$ cat src/rtl/nprs_pkg.sv
`timescale 1ns / 1ps

package nprs_pkg;

  localparam int CURSOR_W = 28;
  localparam int COUNT_W  = 24;
  localparam int BYTE_W   = 8;
  localparam int KIND_W   = 3;
  localparam int ACT_W    = 2;

  // input actions
  localparam logic [ACT_W-1:0] ACT_START  = 2'd0;
  localparam logic [ACT_W-1:0] ACT_STATUS = 2'd1;
  localparam logic [ACT_W-1:0] ACT_DATA   = 2'd2;

  // result kinds
  localparam logic [KIND_W-1:0] KIND_SELECT = 3'd0;
  localparam logic [KIND_W-1:0] KIND_CMD    = 3'd1;
  localparam logic [KIND_W-1:0] KIND_ADDR   = 3'd2;
  localparam logic [KIND_W-1:0] KIND_DATA   = 3'd3;
  localparam logic [KIND_W-1:0] KIND_DONE   = 3'd4;

  // flash commands
  localparam logic [BYTE_W-1:0] CMD_READ    = 8'h00;
  localparam logic [BYTE_W-1:0] CMD_CONFIRM = 8'h30;

  // what follows the select or data result of a job
  typedef enum logic [1:0] {
    TAIL_NONE,
    TAIL_DONE,
    TAIL_BURST
  } tail_t;

  typedef struct packed {
    logic                sel;
    logic                dat;
    logic [BYTE_W-1:0]   dbyte;
    logic [COUNT_W-1:0]  didx;
    tail_t               tail;
    logic [CURSOR_W-1:0] cursor;
  } job_t;

endpackage

$ cat src/rtl/nprs_front.sv
`timescale 1ns / 1ps

module nprs_front
  import nprs_pkg::*;
#(
  parameter int PAGE_BYTES = 2048
) (
  input  logic                clk,
  input  logic                rst_n,
  input  logic                in_valid,
  output logic                in_ready,
  input  logic [ACT_W-1:0]    in_action,
  input  logic [CURSOR_W-1:0] in_start_address,
  input  logic [COUNT_W-1:0]  in_length,
  input  logic                in_ready_req,
  input  logic [BYTE_W-1:0]   in_flash_byte,
  input  logic                q_full,
  output logic                push,
  output job_t                job
);

  // page size is a power of two, so column and row are bit fields of the cursor
  localparam int COL_W = $clog2(PAGE_BYTES);

  typedef enum logic [1:0] {
    PH_IDLE,
    PH_WAIT,
    PH_DATA
  } phase_t;

  phase_t              phase_r, phase_nxt;
  logic [CURSOR_W-1:0] cursor_r, cursor_nxt;
  logic [COUNT_W-1:0]  done_r, done_nxt;
  logic [COUNT_W-1:0]  total_r, total_nxt;
  logic [CURSOR_W-1:0] cur_inc;
  logic [COUNT_W-1:0]  done_inc;
  logic                accept;

  assign in_ready = !q_full;
  assign accept   = in_valid && !q_full;
  assign cur_inc  = CURSOR_W'(cursor_r + 1'b1);
  assign done_inc = COUNT_W'(done_r + 1'b1);

  always_comb begin
    phase_nxt  = phase_r;
    cursor_nxt = cursor_r;
    done_nxt   = done_r;
    total_nxt  = total_r;
    push       = 1'b0;
    job.sel    = 1'b0;
    job.dat    = 1'b0;
    job.dbyte  = in_flash_byte;
    job.didx   = done_r;
    job.tail   = TAIL_NONE;
    job.cursor = cursor_r;
    if (accept) begin
      unique case (in_action)
        ACT_START: begin
          if (phase_r == PH_IDLE) begin
            cursor_nxt = in_start_address;
            total_nxt  = in_length;
            done_nxt   = '0;
            push       = 1'b1;
            job.sel    = 1'b1;
            job.cursor = in_start_address;
            if (in_length == '0) begin
              job.tail = TAIL_DONE;
            end else begin
              job.tail  = TAIL_BURST;
              phase_nxt = PH_WAIT;
            end
          end
        end
        ACT_STATUS: begin
          if (phase_r == PH_WAIT && in_ready_req) phase_nxt = PH_DATA;
        end
        ACT_DATA: begin
          if (phase_r == PH_DATA) begin
            push       = 1'b1;
            job.dat    = 1'b1;
            done_nxt   = done_inc;
            cursor_nxt = cur_inc;
            job.cursor = cur_inc;
            if (done_inc == total_r) begin
              job.tail  = TAIL_DONE;
              phase_nxt = PH_IDLE;
            end else if (cur_inc[COL_W-1:0] == '0) begin
              // next byte starts a new page: reissue the read sequence
              job.tail  = TAIL_BURST;
              phase_nxt = PH_WAIT;
            end
          end
        end
        default: begin
        end
      endcase
    end
  end

  always_ff @(posedge clk) begin
    if (!rst_n) begin
      phase_r  <= PH_IDLE;
      cursor_r <= '0;
      done_r   <= '0;
      total_r  <= '0;
    end else begin
      phase_r  <= phase_nxt;
      cursor_r <= cursor_nxt;
      done_r   <= done_nxt;
      total_r  <= total_nxt;
    end
  end

endmodule

$ cat src/rtl/nprs_queue.sv
`timescale 1ns / 1ps

module nprs_queue
  import nprs_pkg::*;
#(
  parameter int DEPTH = 4
) (
  input  logic clk,
  input  logic rst_n,
  input  logic push,
  input  job_t wr_job,
  input  logic pop,
  output job_t rd_job,
  output logic empty,
  output logic full
);

  localparam int PTR_W = $clog2(DEPTH);
  localparam int CNT_W = $clog2(DEPTH + 1);

  job_t             entries_r [DEPTH];
  logic [PTR_W-1:0] wr_r, wr_nxt;
  logic [PTR_W-1:0] rd_r, rd_nxt;
  logic [CNT_W-1:0] count_r, count_nxt;
  logic             do_push, do_pop;

  assign empty   = (count_r == '0);
  assign full    = (count_r == CNT_W'(DEPTH));
  assign do_push = push && !full;
  assign do_pop  = pop && !empty;
  assign rd_job  = entries_r[rd_r];

  always_comb begin
    wr_nxt    = wr_r;
    rd_nxt    = rd_r;
    count_nxt = count_r;
    if (do_push) wr_nxt = (wr_r == PTR_W'(DEPTH - 1)) ? '0 : PTR_W'(wr_r + 1'b1);
    if (do_pop) rd_nxt = (rd_r == PTR_W'(DEPTH - 1)) ? '0 : PTR_W'(rd_r + 1'b1);
    if (do_push && !do_pop) count_nxt = CNT_W'(count_r + 1'b1);
    else if (do_pop && !do_push) count_nxt = CNT_W'(count_r - 1'b1);
  end

  always_ff @(posedge clk) begin
    if (!rst_n) begin
      wr_r    <= '0;
      rd_r    <= '0;
      count_r <= '0;
    end else begin
      wr_r    <= wr_nxt;
      rd_r    <= rd_nxt;
      count_r <= count_nxt;
    end
  end

  always_ff @(posedge clk) begin
    if (do_push) entries_r[wr_r] <= wr_job;
  end

endmodule

$ cat src/rtl/nprs_back.sv
`timescale 1ns / 1ps

module nprs_back
  import nprs_pkg::*;
#(
  parameter int PAGE_BYTES = 2048
) (
  input  logic               clk,
  input  logic               rst_n,
  input  logic               job_valid,
  input  job_t               job,
  output logic               pop,
  output logic               out_valid,
  input  logic               out_ready,
  output logic [KIND_W-1:0]  out_kind,
  output logic [BYTE_W-1:0]  out_value,
  output logic [COUNT_W-1:0] out_dest_index,
  output logic               out_last
);

  localparam int COL_W = $clog2(PAGE_BYTES);

  logic [2:0]          step_r, step_nxt;
  logic                valid_r, valid_nxt;
  logic [KIND_W-1:0]   kind_r;
  logic [BYTE_W-1:0]   value_r;
  logic [COUNT_W-1:0]  idx_r;
  logic                last_r;

  logic [KIND_W-1:0]   kind_c;
  logic [BYTE_W-1:0]   value_c;
  logic [COUNT_W-1:0]  idx_c;
  logic [1:0]          pre_n;
  logic [3:0]          n_items;
  logic [2:0]          t;
  logic                is_last;
  logic                load;
  logic [COL_W-1:0]    col;
  logic [CURSOR_W-1:0] row;

  assign col     = job.cursor[COL_W-1:0];
  assign row     = job.cursor >> COL_W;
  assign pre_n   = 2'(job.sel) + 2'(job.dat);
  assign n_items = 4'(pre_n) + ((job.tail == TAIL_DONE)  ? 4'd1 :
                                (job.tail == TAIL_BURST) ? 4'd7 : 4'd0);
  assign t       = 3'(step_r - 3'(pre_n));
  assign is_last = (4'(step_r) == 4'(n_items - 4'd1));
  assign load    = job_valid && (!valid_r || out_ready);
  assign pop     = load && is_last;

  // pick the result at the current step of the job at the queue head
  always_comb begin
    kind_c  = KIND_CMD;
    value_c = '0;
    idx_c   = '0;
    if (3'(step_r) < 3'(pre_n)) begin
      if (step_r == '0 && job.sel) begin
        kind_c = KIND_SELECT;
      end else begin
        kind_c  = KIND_DATA;
        value_c = job.dbyte;
        idx_c   = job.didx;
      end
    end else if (job.tail == TAIL_DONE) begin
      kind_c = KIND_DONE;
    end else begin
      unique case (t)
        3'd0: begin kind_c = KIND_CMD;  value_c = CMD_READ; end
        3'd1: begin kind_c = KIND_ADDR; value_c = col[7:0]; end
        3'd2: begin kind_c = KIND_ADDR; value_c = 8'(col >> 8); end
        3'd3: begin kind_c = KIND_ADDR; value_c = row[7:0]; end
        3'd4: begin kind_c = KIND_ADDR; value_c = row[15:8]; end
        3'd5: begin kind_c = KIND_ADDR; value_c = {7'd0, row[16]}; end
        default: begin kind_c = KIND_CMD; value_c = CMD_CONFIRM; end
      endcase
    end
  end

  always_comb begin
    step_nxt  = step_r;
    valid_nxt = valid_r;
    if (out_ready) valid_nxt = 1'b0;
    if (load) begin
      valid_nxt = 1'b1;
      step_nxt  = is_last ? '0 : 3'(step_r + 1'b1);
    end
  end

  always_ff @(posedge clk) begin
    if (!rst_n) begin
      step_r  <= '0;
      valid_r <= 1'b0;
    end else begin
      step_r  <= step_nxt;
      valid_r <= valid_nxt;
    end
  end

  always_ff @(posedge clk) begin
    if (load) begin
      kind_r  <= kind_c;
      value_r <= value_c;
      idx_r   <= idx_c;
      last_r  <= is_last;
    end
  end

  assign out_valid      = valid_r;
  assign out_kind       = kind_r;
  assign out_value      = value_r;
  assign out_dest_index = idx_r;
  assign out_last       = last_r;

endmodule

$ cat src/rtl/nand_page_read_sequencer_top.sv
`timescale 1ns / 1ps
// with nothing queued ahead, an accepted request goes into the queue, then the output register
// throughput: one result per cycle unless out_ready stalls; a data byte in a page yields one
// result, the last byte two, a start or page change eight (select or data plus 7-byte burst)
// and a zero-length start two; the front takes a request every cycle while the queue has room
// reset (synchronous, active low) returns to idle, empties the queue and drops out_valid
module nand_page_read_sequencer_top
  import nprs_pkg::*;
#(
  parameter int PAGE_BYTES  = 2048,
  parameter int QUEUE_DEPTH = 4
) (
  input  logic                clk,
  input  logic                rst_n,
  input  logic                in_valid,
  output logic                in_ready,
  input  logic [ACT_W-1:0]    in_action,
  input  logic [CURSOR_W-1:0] in_start_address,
  input  logic [COUNT_W-1:0]  in_length,
  input  logic                in_ready_req,
  input  logic [BYTE_W-1:0]   in_flash_byte,
  output logic                out_valid,
  input  logic                out_ready,
  output logic [KIND_W-1:0]   out_kind,
  output logic [BYTE_W-1:0]   out_value,
  output logic [COUNT_W-1:0]  out_dest_index,
  output logic                out_last
);

  job_t wr_job, rd_job;
  logic push, pop, q_empty, q_full;

  nprs_front #(
    .PAGE_BYTES(PAGE_BYTES)
  ) u_front (
    .clk             (clk),
    .rst_n           (rst_n),
    .in_valid        (in_valid),
    .in_ready        (in_ready),
    .in_action       (in_action),
    .in_start_address(in_start_address),
    .in_length       (in_length),
    .in_ready_req    (in_ready_req),
    .in_flash_byte   (in_flash_byte),
    .q_full          (q_full),
    .push            (push),
    .job             (wr_job)
  );

  nprs_queue #(
    .DEPTH(QUEUE_DEPTH)
  ) u_queue (
    .clk   (clk),
    .rst_n (rst_n),
    .push  (push),
    .wr_job(wr_job),
    .pop   (pop),
    .rd_job(rd_job),
    .empty (q_empty),
    .full  (q_full)
  );

  nprs_back #(
    .PAGE_BYTES(PAGE_BYTES)
  ) u_back (
    .clk           (clk),
    .rst_n         (rst_n),
    .job_valid     (!q_empty),
    .job           (rd_job),
    .pop           (pop),
    .out_valid     (out_valid),
    .out_ready     (out_ready),
    .out_kind      (out_kind),
    .out_value     (out_value),
    .out_dest_index(out_dest_index),
    .out_last      (out_last)
  );

endmodule

$ cat config.mk
export PLATFORM = sky130hd
export DESIGN_NAME = nand_page_read_sequencer_top
export DESIGN_NICKNAME = d
export VERILOG_FILES = /design/src/rtl/nprs_pkg.sv /design/src/rtl/nprs_front.sv /design/src/rtl/nprs_queue.sv /design/src/rtl/nprs_back.sv /design/src/rtl/nand_page_read_sequencer_top.sv
export SDC_FILE = /design/constraint.sdc
export NUM_CORES = 1
export LEC_CHECK = 0
export ABC_AREA = 1
export CAP_MARGIN = 15
export CORE_UTILIZATION = 55
export DETAILED_ROUTE_END_ITERATION = 6
export DONT_BUFFER_PORTS = 1
export GPL_ROUTABILITY_DRIVEN = 0
export PLACE_DENSITY_LB_ADDON = 0.1
export REMOVE_ABC_BUFFERS = 1
export SLEW_MARGIN = 20
export SYNTH_ARGS = -nofsm -noshare
export SYNTH_HDL_FRONTEND = slang
export SYNTH_SLANG_ARGS = --single-unit
$ cat constraint.sdc
create_clock -name clk -period 5.5 [get_ports clk]
set_clock_uncertainty 0.05 [all_clocks]
set_input_delay 1.1 -clock clk [delete_from_list [all_inputs] [get_ports clk]]
set_output_delay 1.1 -clock clk [all_outputs]
set_load 0.1 [all_outputs]
Word level (Yosys, flattened, before mapping)
Memories as Yosys holds them, arrays and structs flattened. A register that Yosys moved wholly into a read port is not among the register bits.
Cells that the tools add are included.
{"block": "classes", "n_addsub": 11, "n_lt_le_gt_ge": 1, "n_eq_ne": 21, "muxes": 48, "n_bitwise": 1, "reduce_logical": 31}
{"op": "two-way mux 30 bit", "n": 3}
{"op": "case mux 30 bit (2 select lines)", "n": 1}
{"op": "two-way mux 28 bit", "n": 2}
{"op": "case mux 28 bit (2 select lines)", "n": 1}
{"op": "two-way mux 24 bit", "n": 2}
{"op": "case mux 24 bit (2 select lines)", "n": 1}
{"op": "case mux 8 bit (6 select lines)", "n": 1}
{"op": "two-way mux 2 bit", "n": 16}
{"op": "adder 28 x 1 -> 28 bit, second input constant", "n": 1}
{"op": "adder 24 x 1 -> 24 bit, second input constant", "n": 1}
{"op": "equality test 24 bit", "n": 1}
{"op": "logical NOT 24 bit", "n": 1}
{"op": "two-way mux 8 bit", "n": 3}
{"op": "two-way mux 3 bit", "n": 6}
{"op": "logical NOT 11 bit", "n": 1}
{"op": "equality test 2 bit, second input constant", "n": 5}
{"op": "equality test 3 bit, second input constant", "n": 3}
{"op": "logical AND 1 bit", "n": 9}
{"op": "logical NOT 3 bit", "n": 3}
{"op": "two-way mux 1 bit", "n": 9}
{"op": "AND reduction 7 bit", "n": 1}
{"op": "adder 3 x 1 -> 3 bit, second input constant", "n": 2}
{"op": "equality test 2 x 1 -> 1 bit, second input constant", "n": 3}
{"op": "equality test 3 x 2 -> 1 bit, second input constant", "n": 2}
{"op": "other kinds (25)", "n": 35}
{"block": "word_totals", "reg_bits": 125, "mem_bits_rw": 256, "in_bits": 67, "word_cells": 127, "n_memories": 1}
{"memory": "u_queue.entries_r", "words": 4, "width": 64, "read_ports": 1, "rd_clocked_by_memory_dff": 1, "wr": 1, "line_no": "nprs_queue.sv:21", "rtl": "job_t entries_r [DEPTH];"}

Logic depth before layout (Yosys ltp)
Gate-level depths: netlist of run 1.
{"block": "depth", "depth_word": 11, "depth_mapped": 21, "ltp_nobuf": 19}

Hierarchy
From an unflattened synthesis of run 1, not the netlist that was laid out.
{"block": "hier_totals", "cells_unflattened": 1799, "area_unflattened_um2": 17498.0}
{"module": "nprs_queue", "n_inst": 1, "cells_per_inst": 691, "area_per_inst_um2": 9993.3}
{"module": "nprs_front", "n_inst": 1, "cells_per_inst": 871, "area_per_inst_um2": 5375.2}
{"module": "nprs_back", "n_inst": 1, "cells_per_inst": 236, "area_per_inst_um2": 2125.8}
{"module": "nand_page_read_sequencer_top", "n_inst": 1, "cells_per_inst": 1, "area_per_inst_um2": 3.8}

Worst setup path before layout of run 1
Ideal clock, no wire load.
{"block": "synth_path", "kind": "reg-to-reg", "startpoint": "register u_queue.count_r[1]", "endpoint": "memory u_queue.entries_r[0][0] (netlist name), enable pin", "setup_ns": 0.487, "arrival_ns": 4.776, "setup_slack_ns": 0.188, "stages_incl_launch_ff": 9, "period_less_slack_ns": 5.312, "cell_sequence": "dfxtp_1 inv_1 nand3_1 nand2_1 nor2_1 nand2_1 clkbuf_1 clkbuf_1 nor2_1"}
{"block": "synth_between", "elab_chain_cells": 7}
{"item": "start, declared", "line_no": "nprs_queue.sv:24", "rtl": "logic [CNT_W-1:0] count_r, count_nxt;"}
{"item": "start signal, assigned", "line_no": "nprs_queue.sv:51", "rtl": "count_r <= count_nxt;"}
{"item": "equality test 3 bit (*)", "line_no": "nprs_queue.sv:28", "rtl": "assign full = (count_r == CNT_W'(DEPTH));"}
{"item": "logical NOT 1 bit (*)"}
{"item": "net in_ready", "line_no": "nand_page_read_sequencer_top.sv:16", "rtl": "output logic in_ready,"}
{"item": "logical AND 1 bit", "line_no": "nprs_front.sv:40", "rtl": "assign accept = in_valid && !q_full;"}
{"item": "two-way mux 1 bit", "line_no": "nprs_front.sv:56", "rtl": "if (accept) begin"}
{"item": "logical AND 1 bit (*)", "line_no": "nprs_queue.sv:29", "rtl": "assign do_push = push && !full;"}
{"item": "two-way mux 1 bit (*)", "line_no": "nprs_queue.sv:56", "rtl": "if (do_push) entries_r[wr_r] <= wr_job;"}
{"item": "two-way mux 1 bit (not written as such) (*)", "line_no": "nprs_queue.sv:56"}
{"item": "end, declared", "line_no": "nprs_queue.sv:21"}
Mark *: on every way through the listed nets, which the timed path passes. The rest lies on a longest branch.

==> flow_summary.ini, run 1 <==
[yosys]
postSynthCellCount = 1758
number_of_synthesized_register_bits = 383
mapped_area_mm2 = 0.0171
synthArstFlopShare_pct = 0
synth_ff_type = edfxtp_1
yosys_warnings = 0
synth_top_cell_by_area = edfxtp_1
synth_enable_flop_cells = 292
most_used_standard_cell_by_instance_count_after_synthesis = nand2_1
yosysSeqAreaShare_pct = 62.0
synthTopCellsByCount = 311 x nand2_1, 292 x edfxtp_1, 287 x nor2_1
synth_largest_type_area_fraction_pct = 51.3
synth.lib_cells_used.distinct = 51
avgSynthCellArea_um2 = 9.72
synth_area_leaders = edfxtp_1 51%, dfxtp_1 11%, nand2_1 6.8%, nor2_1 6.3%, o21ai_0 5.2%

[floorplan]
floorplan.die.width_um = 178
die-height_um = 178
core_region_area_mm2 = 0.0306
core.rowCount = 64
die_area_mm2 = 0.0318
floorplan.initialDensity_pct = 55.9
ios = 105

[grt]
grt_antenna_before_repair = 1
grt-ovfl-total = 0
grt_pass1_wl_um = 63500
grt_pass1_vias = 11700
largest_net_degree_at_the_start_of_global_routing = 87
track_usage_pct = 26.3

[cts]
cts_hold_repair.buffers = 0
clock_insertion_delay_worst_skew_ns = 0.52
post_cts_buffers = 0
clock_tree.root_cell = clkbuf_16
cts.sink_count = 383
clockBufferDepth = 3
cts_resized = 0
cts_tree = done
tritoncts.num_buffers = 40
htree_num_levels = 2
clk_pin_slew_worst_paths_ns = 0.06

[critical_path]
timing.critical_path.buf_inv = 5
crit_chain = clkinv_2, buf_4, nand2_1, a32oi_1, inv_1, ha_1, ha_1, fa_1, or3_1, a2111oi_2, buf_4, nand2_1, ha_1, inv_1, fa_1, o21ai_0, a21oi_1
worstRegToRegCells = 17
critical-path-top-delay-family = adder cells
crit_arrival_ns = 4.84
critical_path_fanouts_max = 59
cp-start-kind = flip-flop
worst_setup_path_end_kind = flip-flop
critical_path_required_ns = 5.86
worst_path_most_repeated_cell = ha_1
number_of_cells_on_the_critical_path = 17
setup_cp_type = flip-flop to flip-flop
r2r_slack_ns = 1.02
cp_slowest_cell = dfxtp_4
crit_path_max_incr_delay_ns = 0.49

[routing]
vias = 12400
detail_route.first_pass.iterations = 7
drt_drc_violations_left = 0
post_drt_wl_per_cell_um = 18.9
via_per_inst = 5.73
postRouteAntennaNets = 0
initialDrtViolationCount = 1150
drt_wirelength_um = 40900

[place]
placedInstanceArea_mm2 = 0.0175
hpwlAfterDp_um = 26100
port_buffers = 0

[sta]
final_hold_viol_count = 0
setup_viol = 0
min_period_over_period_pct = 81.5
hold_slack_ns = 0.418
setup_total_negative_slack_ns = 0
post-route-min-period_ns = 4.48
slew-limit-headroom_pct = 31.5
grt_setup_unrepaired = no
timing_max_transition_violations_final = 0
fmaxAchievable_ghz = 0.223
tightest_slew_ns = 1.02

[power]
maximum_vdd_drop_mv = 0.271
power.leakage_nw = 6.84
design_power_total_w = 0.00937
pwr_density_cell_mw_per_mm2 = 498

[hold_path]
hold_path_depth = 2
hold_path_class = flip-flop to flip-flop

[job]
cap_viol_max_count = 0

[layout]
layout.filler_cells = 2535
layout-drive-gt1-share_pct = 6.67
stdcell_area_mm2 = 0.0188
num-nets-final = 1828
syn2layout_area_growth_pct = 10.1

[run_status]
status = completed
## cells in the final DEF (no fill, tap or decap), drive strengths merged, types with 2 or more instances in the layout
master	netlist	final
o211ai	7	7
ha	17	17
o21ai	179	179
a211oi	8	8
xnor2	9	9
nand3b	5	5
a32oi	2	2
nand2	321	321
a31oi	7	7
nor4	7	7
xor2	17	17
or2	3	3
clkinv	1	7
inv	118	117
and2	2	2
nand3	101	101
a32o	5	5
edfxtp	292	292
nor3	10	10
clkbuf	65	61
fa	3	3
a21oi	122	122
o22ai	30	30
bufinv	0	3
a2111oi	3	3
nand4	12	12
nor3b	2	2
nor2	299	299
buf	10	16
a221oi	2	2
dfxtp	91	91
## final cells by class
class	instances	area, um^2	area share, %
clock buffer	61	1180	6.28
multi-input combinational	1181	5840	31.0
sequential	383	10600	56.3
tap	396	495	2.63
antenna	1	2.50	0.0133
clock inverter	9	120	0.638
inverter	119	448	2.38
timing repair buffer	16	133	0.705
## kinds of logic (layout without fill, tap and decap cells)
| family | Yosys count | in the layout | synth area share, % |
|---|---|---|---|
| AND/OR/NAND/NOR | 763 | 763 | 18.9 |
| XOR/XNOR | 27 | 27 | 1.47 |
| buffers and inverters | 194 | 205 | 4.28 |
| AO/OA/AOI/OAI | 371 | 371 | 11.8 |
| flip-flops | 383 | 383 | 62.0 |
| other | 0 | 1 | 0 |
| adder cells (fa/ha/maj) | 20 | 20 | 1.60 |
## worst reg2reg max path, cell delays in order, from the launching register on
cell and delay (ns):
dfxtp_4 0.49, clkinv_2 0.10, buf_4 0.49, nand2_1 0.11, a32oi_1 0.27, inv_1 0.07, ha_1 0.30, ha_1 0.21
fa_1 0.39, or3_1 0.37, a2111oi_2 0.30, buf_4 0.19, nand2_1 0.09, ha_1 0.21, inv_1 0.10, fa_1 0.41
o21ai_0 0.16, a21oi_1 0.05
## state kept, by name, indices dropped and copies added (netlist names), named ones only
signal	count
u_back.step_r	3
u_front.phase_r	2
u_queue.count_r	3
u_front.done_r	24
u_back.out_valid	1
u_queue.wr_r	2
u_back.out_dest_index	24
u_back.out_kind	3
u_back.out_value	8
u_back.out_last	1
u_queue.rd_r	2
u_front.cursor_r	28
u_front.total_r	24
u_queue.entries_r	256
## report_power, final
part | switching [W] | total, W | internal (W)
registers | 0.00122 | 0.00479 | 0.00357
clock network | 0.00105 | 0.00266 | 0.00162
logic | 0.00137 | 0.00192 | 0.000546
total | 0.00364 | 0.00937 | 0.00573
## final timing paths
kind                                                       start                                to
worst max-delay path                                   flip-flop   u_queue.count_r[1]$_SDFFE_PN0P_
worst min-delay path            u_front.total_r[16]$_SDFFE_PN0P_  u_front.total_r[16]$_SDFFE_PN0P_
worst max register to register                         flip-flop   u_queue.count_r[1]$_SDFFE_PN0P_
worst min register to register  u_front.total_r[16]$_SDFFE_PN0P_  u_front.total_r[16]$_SDFFE_PN0P_
## stage by stage
stage	util, %	std cells	worst slack, ns
finish	61.5	2166	1.02
global route	61.5	2166	0.619
CTS	61.5	2165	0.989
detailed placement	57.2	2095	0.996
global placement	57.2	2095	1.09
floorplan	-	1683	-2.28
## layer usage
layer / global-route usage [%] / wire (um) / part of all wire, % / vias up
li1: - / - / - / 6038
met1: 33.7 / 17100 / 42 / 5928
met2: 46.1 / 20400 / 50 / 372
met3: 3.24 / 2380 / 5.8 / 69
met4: 8.58 / 1060 / 2.6 / 0
met5: 0 / 0 / 0 / -
Note: power is estimated with default switching activity, not from simulation.
==> run 2: changes to the inputs <==
==> constraint.sdc (replaced) <==
create_clock -name clk -period 4.2 [get_ports clk]
set_clock_uncertainty 0.05 [all_clocks]
set_input_delay 0.84 -clock clk [delete_from_list [all_inputs] [get_ports clk]]
set_output_delay 0.84 -clock clk [all_outputs]
set_load 0.1 [all_outputs]
==> run 2 against run 1 <==
Clock power rose by 28%. Flip-flop and latch count unchanged. Final cell count grew 0.88%. Combinational power is 37% higher. Sequential share of layout area down 0.27 points. Die area stayed put. Cell area rose by 0.48%. Worst hold slack lost 0.063 ns. Count of clock-buffer cells in the layout decreased by 2. First-iteration DRC count down 7.1%. Critical path type unchanged. Largest cell class unchanged. Highest routed layer unchanged.
==> flow_summary.ini, run 2 (synthesized netlist as in run 1, its figures left out) <==
[layout]
layout.filler_cells = 2524
finalNonFillerCells = 2185
most-common-layout-cells = 310 x nand2_1, 292 x edfxtp_1, 282 x nor2_1
layout-drive-gt1-share_pct = 7.11
num-nets-final = 1842
syn2layout_area_growth_pct = 10.6
largest_reg_flops = 256
mostFrequentLayoutCell = nand2_1
top_registers = u_queue.entries_r (256), u_front.cursor_r (28)
largest-register = u_queue.entries_r

[power]
pwr_density_cell_mw_per_mm2 = 647
power.leakage_nw = 6.88
maximum_vdd_drop_mv = 0.392
design_power_total_w = 0.0122

[floorplan]
floorplan.die.width_um = 178
ios = 105
core.rowCount = 64
die_area_mm2 = 0.0318
floorplan.initialDensity_pct = 55.9
die-height_um = 178
core_region_area_mm2 = 0.0306

[grt]
largest_net_degree_at_the_start_of_global_routing = 77
grt_antenna_before_repair = 2
track_usage_pct = 25.8
grt_pass1_vias = 11600
grt-ovfl-total = 0
grt_pass1_wl_um = 62500

[critical_path]
critical_path_fanouts_max = 18
critical_path_required_ns = 4.56
crit_arrival_ns = 4.30
setup_cp_type = flip-flop to flip-flop
cp-start-kind = flip-flop
worst_setup_path_end_kind = flip-flop

[cts]
cts_tree = done
clockBufferDepth = 3
cts_hold_repair.buffers = 0
clock_insertion_delay_worst_skew_ns = 0.53
clk_pin_slew_worst_paths_ns = 0.06
post_cts_buffers = 0
cts.sink_count = 383
cts_resized = 0
clock_tree.root_cell = clkbuf_16
htree_num_levels = 2
tritoncts.num_buffers = 40

[sta]
setup_viol = 0
tightest_slew_ns = 1.05
grt_setup_unrepaired = no
slew-limit-headroom_pct = 30.1
post-route-min-period_ns = 3.95
setup_total_negative_slack_ns = 0
timing_max_transition_violations_final = 0
final_hold_viol_count = 0
min_period_over_period_pct = 94.0
fmaxAchievable_ghz = 0.253
timing.final.ws_setup_ns = 0.252

[routing]
drt_drc_violations_left = 0
postRouteAntennaNets = 0
via_per_inst = 5.62
vias = 12300
detail_route.first_pass.iterations = 5
post_drt_wl_per_cell_um = 18.5
initialDrtViolationCount = 1068
drt_wirelength_um = 40500

[hold_path]
hold_path_class = primary input to flip-flop

[job]
cap_viol_max_count = 0

[place]
hpwlAfterDp_um = 26400
pre_cts_ws_ns = 0.128
number_of_placed_instances_taps_included = 2108
port_buffers = 0

[run_status]
status = completed
-- run 2: where the power goes --
group | total [W] | internal [W] | switching [W]
clock | 0.00341 | 0.00201 | 0.00140
sequential | 0.00619 | 0.00467 | 0.00152
combinational | 0.00263 | 0.000763 | 0.00187
total | 0.0122 | 0.00744 | 0.00479
-- run 2: routing by layer --
layer,up-vias,part of all wire [%],GRT usage [%]
met3,50,5.5,3.77
li1,6078,-,-
met1,5828,42,32.4
met5,-,0,0
met4,0,1.9,6.92
met2,314,50,46.3
-- run 2: worst max-delay path, cell delays in order (launching register included) --
cell and delay, ns:
dfxtp_2 0.33, inv_2 0.29, a21oi_1 0.08, a32oi_1 0.22
inv_1 0.08, ha_1 0.30, ha_1 0.21, fa_1 0.38
or3_1 0.37, a2111oi_2 0.34, nand2_1 0.18, ha_1 0.23
inv_1 0.10, fa_1 0.42, o21ai_0 0.17, a21oi_1 0.07
-- run 2: cell type report --
type | count | area (um^2) | share of cell area, %
clock buffer | 59 | 1100 | 5.84
tap | 396 | 495 | 2.62
antenna | 2 | 5.00 | 0.0265
timing repair buffer | 30 | 275 | 1.46
inverter | 119 | 448 | 2.37
sequential | 383 | 10600 | 56.0
clock inverter | 15 | 153 | 0.807
multi-input combinational | 1181 | 5830 | 30.8
-- run 2: path summary, 6_finish.rpt --
path | startpoint | end | slack, ns | depth (start not counted)
max | flip-flop | u_queue.count_r[1]$_SDFFE_PN0P_ | 0.25 | 15
max reg2reg | flip-flop | u_queue.count_r[1]$_SDFFE_PN0P_ | 0.25 | 15
min reg2reg | u_front.total_r[16]$_SDFFE_PN0P_ | u_front.total_r[16]$_SDFFE_PN0P_ | 0.43 | 2
min | in_flash_byte[0] | u_queue.entries_r[1][54]$_DFFE_PP_ | 0.35 | 0
-- run 2: stage by stage --
step / util, % / cell area, um^2 / hold WS, ns
2_1_floorplan: - / 16800 / 0.394
3_3_place_gp: 57.7 / 17600 / 0.410
3_5_place_dp: 57.7 / 17600 / 0.417
4_1_cts: 61.8 / 18900 / 0.340
5_1_grt: 61.8 / 18900 / 0.331
6_report: 61.8 / 18900 / 0.355
==> run 3: changes to the inputs <==
--- a/config.mk
+++ b/config.mk
@@ -5,7 +5,6 @@
 export SDC_FILE = /design/constraint.sdc
 export NUM_CORES = 1
 export LEC_CHECK = 0
-export ABC_AREA = 1
 export CAP_MARGIN = 15
 export CORE_UTILIZATION = 55
 export DETAILED_ROUTE_END_ITERATION = 6
==> run 3 against run 2 <==
Sequential share of layout area is 0.68 points higher. Synthesized area decreased by 1.6%. Die area down 1.6%. Global-route usage fell by 0.73 points. Final cell count down 23%. Count of clock-buffer cells in the layout shrank 10. Synthesized cell count is 28% lower. Largest cell class unchanged. Register-to-register slack improved by 0.10 ns. Routed wire length decreased by 6.1%.
==> flow_summary.ini, run 3 <==
[run_status]
status = completed

[critical_path]
critical_path_fanouts_max = 6
setup_cp_type = flip-flop to flip-flop
worst_path_most_repeated_cell = ha_1
critical_path_required_ns = 4.59
crit_path_max_incr_delay_ns = 0.53
critical-path-top-delay-family = adder cells
cp_slowest_cell = mux4_2
crit_arrival_ns = 4.24
cp-start-kind = flip-flop
timing.critical_path.buf_inv = 2
worst_setup_path_end_kind = flip-flop
crit_chain = mux4_2, ha_1, inv_1, ha_1, fa_1, or3_1, a211oi_1, nand2_1, ha_1, inv_1, fa_1, xor2_1, or3_1, a21oi_1

[grt]
grt_antenna_before_repair = 1
largest_net_degree_at_the_start_of_global_routing = 58
track_usage_pct = 25.1
grt-ovfl-total = 0
grt_pass1_wl_um = 59500
grt_pass1_vias = 10300

[cts]
clock_tree.root_cell = clkbuf_16
clk_pin_slew_worst_paths_ns = 0.07
post_cts_buffers = 0
cts.sink_count = 383
cts_tree = done
cts_hold_repair.buffers = 0
clockBufferDepth = 3
tritoncts.num_buffers = 39
htree_num_levels = 2
cts_resized = 0
clock_insertion_delay_worst_skew_ns = 0.53

[yosys]
synth_top_cell_by_area = edfxtp_1
avgSynthCellArea_um2 = 13.3
synthTopCellsByCount = 292 x edfxtp_1, 117 x nand2_1, 91 x dfxtp_1
synth.lib_cells_used.distinct = 77
number_of_synthesized_register_bits = 383
synth_enable_flop_cells = 292
most_used_standard_cell_by_instance_count_after_synthesis = edfxtp_1
yosysSeqAreaShare_pct = 63.0
synthArstFlopShare_pct = 0
postSynthCellCount = 1264
mapped_area_mm2 = 0.0168
synth_largest_type_area_fraction_pct = 52.1
synth_area_leaders = edfxtp_1 52%, dfxtp_1 11%, mux4_2 8.6%, nand2_1 2.6%, a21oi_1 2.1%
yosys_warnings = 0
synth_ff_type = edfxtp_1

[sta]
timing_max_transition_violations_final = 0
setup_viol = 0
grt_setup_unrepaired = no
post-route-min-period_ns = 3.85
fmaxAchievable_ghz = 0.260
final_hold_viol_count = 0
min_period_over_period_pct = 91.6
slew-limit-headroom_pct = 27.5
tightest_slew_ns = 1.09
hold_slack_ns = 0.361

[routing]
vias = 10600
post_drt_wl_per_cell_um = 22.6
via_per_inst = 6.30
drt_wirelength_um = 38000
detail_route.first_pass.iterations = 5
postRouteAntennaNets = 0
drt_drc_violations_left = 0
initialDrtViolationCount = 965

[layout]
syn2layout_area_growth_pct = 11.1
top_registers = u_queue.entries_r (256), u_front.cursor_r (28)
most-common-layout-cells = 292 x edfxtp_1, 116 x nand2_1, 89 x dfxtp_1
mostFrequentLayoutCell = edfxtp_1
antenna_cells = 0
layout-drive-gt1-share_pct = 14.6
layout.filler_cells = 2236
num-nets-final = 1352
largest-register = u_queue.entries_r
largest_reg_flops = 256
finalNonFillerCells = 1683

[job]
cap_viol_max_count = 0

[power]
pwr_density_cell_mw_per_mm2 = 592
p_int_w = 0.00727
share_clk_of_total_power_pct = 32.8
power.leakage_nw = 6.19
maximum_vdd_drop_mv = 0.368
switching_share_pct = 34.3
net-switching-power_w = 0.00379
comb_power_share_pct = 14.0
seqPwrFrac_pct = 53.2

[hold_path]
hold_path_class = primary input to flip-flop

[floorplan]
die_area_mm2 = 0.0313
floorplan.die.width_um = 177
ios = 105
die-height_um = 177
floorplan.initialDensity_pct = 56.3
core_region_area_mm2 = 0.0299
core.rowCount = 63

[place]
hpwlAfterDp_um = 24600
number_of_placed_instances_taps_included = 1612
port_buffers = 0
[run 3: cell types whose count changed after synthesis, sizes merged, moves of 10 or more]
cell	before	now
xnor2	9	26
a22oi	1	15
a21oi	122	69
nor4	7	25
nand3	101	43
nor2	299	63
inv	118	29
nand2	321	118
o22ai	30	4
mux4	0	64
or3	1	11
and2	2	40
and3	0	35
o21ai	179	61
[run 3: power by group through the flow]
stage               clock network, W  registers [W]  logic, W
finish                       0.00363        0.00589   0.00154
global route                 0.00383        0.00592   0.00172
CTS                          0.00368        0.00589   0.00155
detailed placement                 0        0.00597   0.00154
global placement                   0        0.00596   0.00151
floorplan                          0        0.00602  0.000993
[run 3: kinds of logic (layout without fill, tap and decap cells)]
logic type / Yosys count / after routing / share of synthesized area (%)
xor+xnor: 43 / 43 / 2.24
buf+inv: 108 / 137 / 2.63
mux: 72 / 72 / 9.05
simple gates: 409 / 409 / 12.7
fa+ha+maj: 20 / 20 / 1.62
compound gates: 229 / 229 / 8.74
flops: 383 / 383 / 63.0
[run 3: area by class of cell]
class / instances / area (um^2) / share of cell area (%)
Inverter: 30 / 113 / 0.603
Timing Repair Buffer: 38 / 323 / 1.73
Sequential cell: 383 / 10600 / 56.7
Tap cell: 390 / 488 / 2.61
Clock inverter: 20 / 278 / 1.49
Multi-Input combinational cell: 773 / 5810 / 31.1
Clock buffer: 49 / 1070 / 5.71
[run 3: routing by layer]
| metal | up-vias | GRT usage [%] | wire length, um |
|---|---|---|---|
| li1 | 4874 | - | - |
| met1 | 5255 | 38.5 | 17900 |
| met2 | 420 | 36.5 | 16500 |
| met3 | 60 | 4.60 | 2790 |
| met4 | 2 | 6.72 | 820 |
| met5 | - | 0 | 13 |
[run 3: stage by stage]
stage	instance area, um^2	worst slack (ns)	utilization (%)	setup TNS, ns	power [W]
after floorplan	16500	-3.00	-	-1016.03	0.00701
after global placement	17300	0.397	58.0	0	0.00747
after detailed placement	17300	0.319	58.0	0	0.00751
after CTS	18700	0.309	62.5	0	0.0111
after global routing	18700	0.0295	62.5	0	0.0115
final	18700	0.354	62.5	0	0.0111
[run 3: final timing paths]
check	endpoint	cells after the start	slack, ns	start
setup / recovery	u_queue.count_r[2]$_SDFFE_PN0P_	14	0.35	flip-flop
hold / removal	u_queue.entries_r[2][54]$_DFFE_PP_	0	0.36	in_flash_byte[0]
setup reg to reg	u_queue.count_r[2]$_SDFFE_PN0P_	14	0.35	flip-flop
hold reg to reg	u_front.total_r[23]$_SDFFE_PN0P_	2	0.42	u_front.total_r[23]$_SDFFE_PN0P_
[run 3: worst register-to-register path: stages, from the launching register on]
cell,delay [ns]
dfxtp_4,0.40
mux4_2,0.53
ha_1,0.31
inv_1,0.04
ha_1,0.19
fa_1,0.38
or3_1,0.35
a211oi_1,0.30
nand2_1,0.18
ha_1,0.27
inv_1,0.07
fa_1,0.17
xor2_1,0.07
or3_1,0.30
a21oi_1,0.14
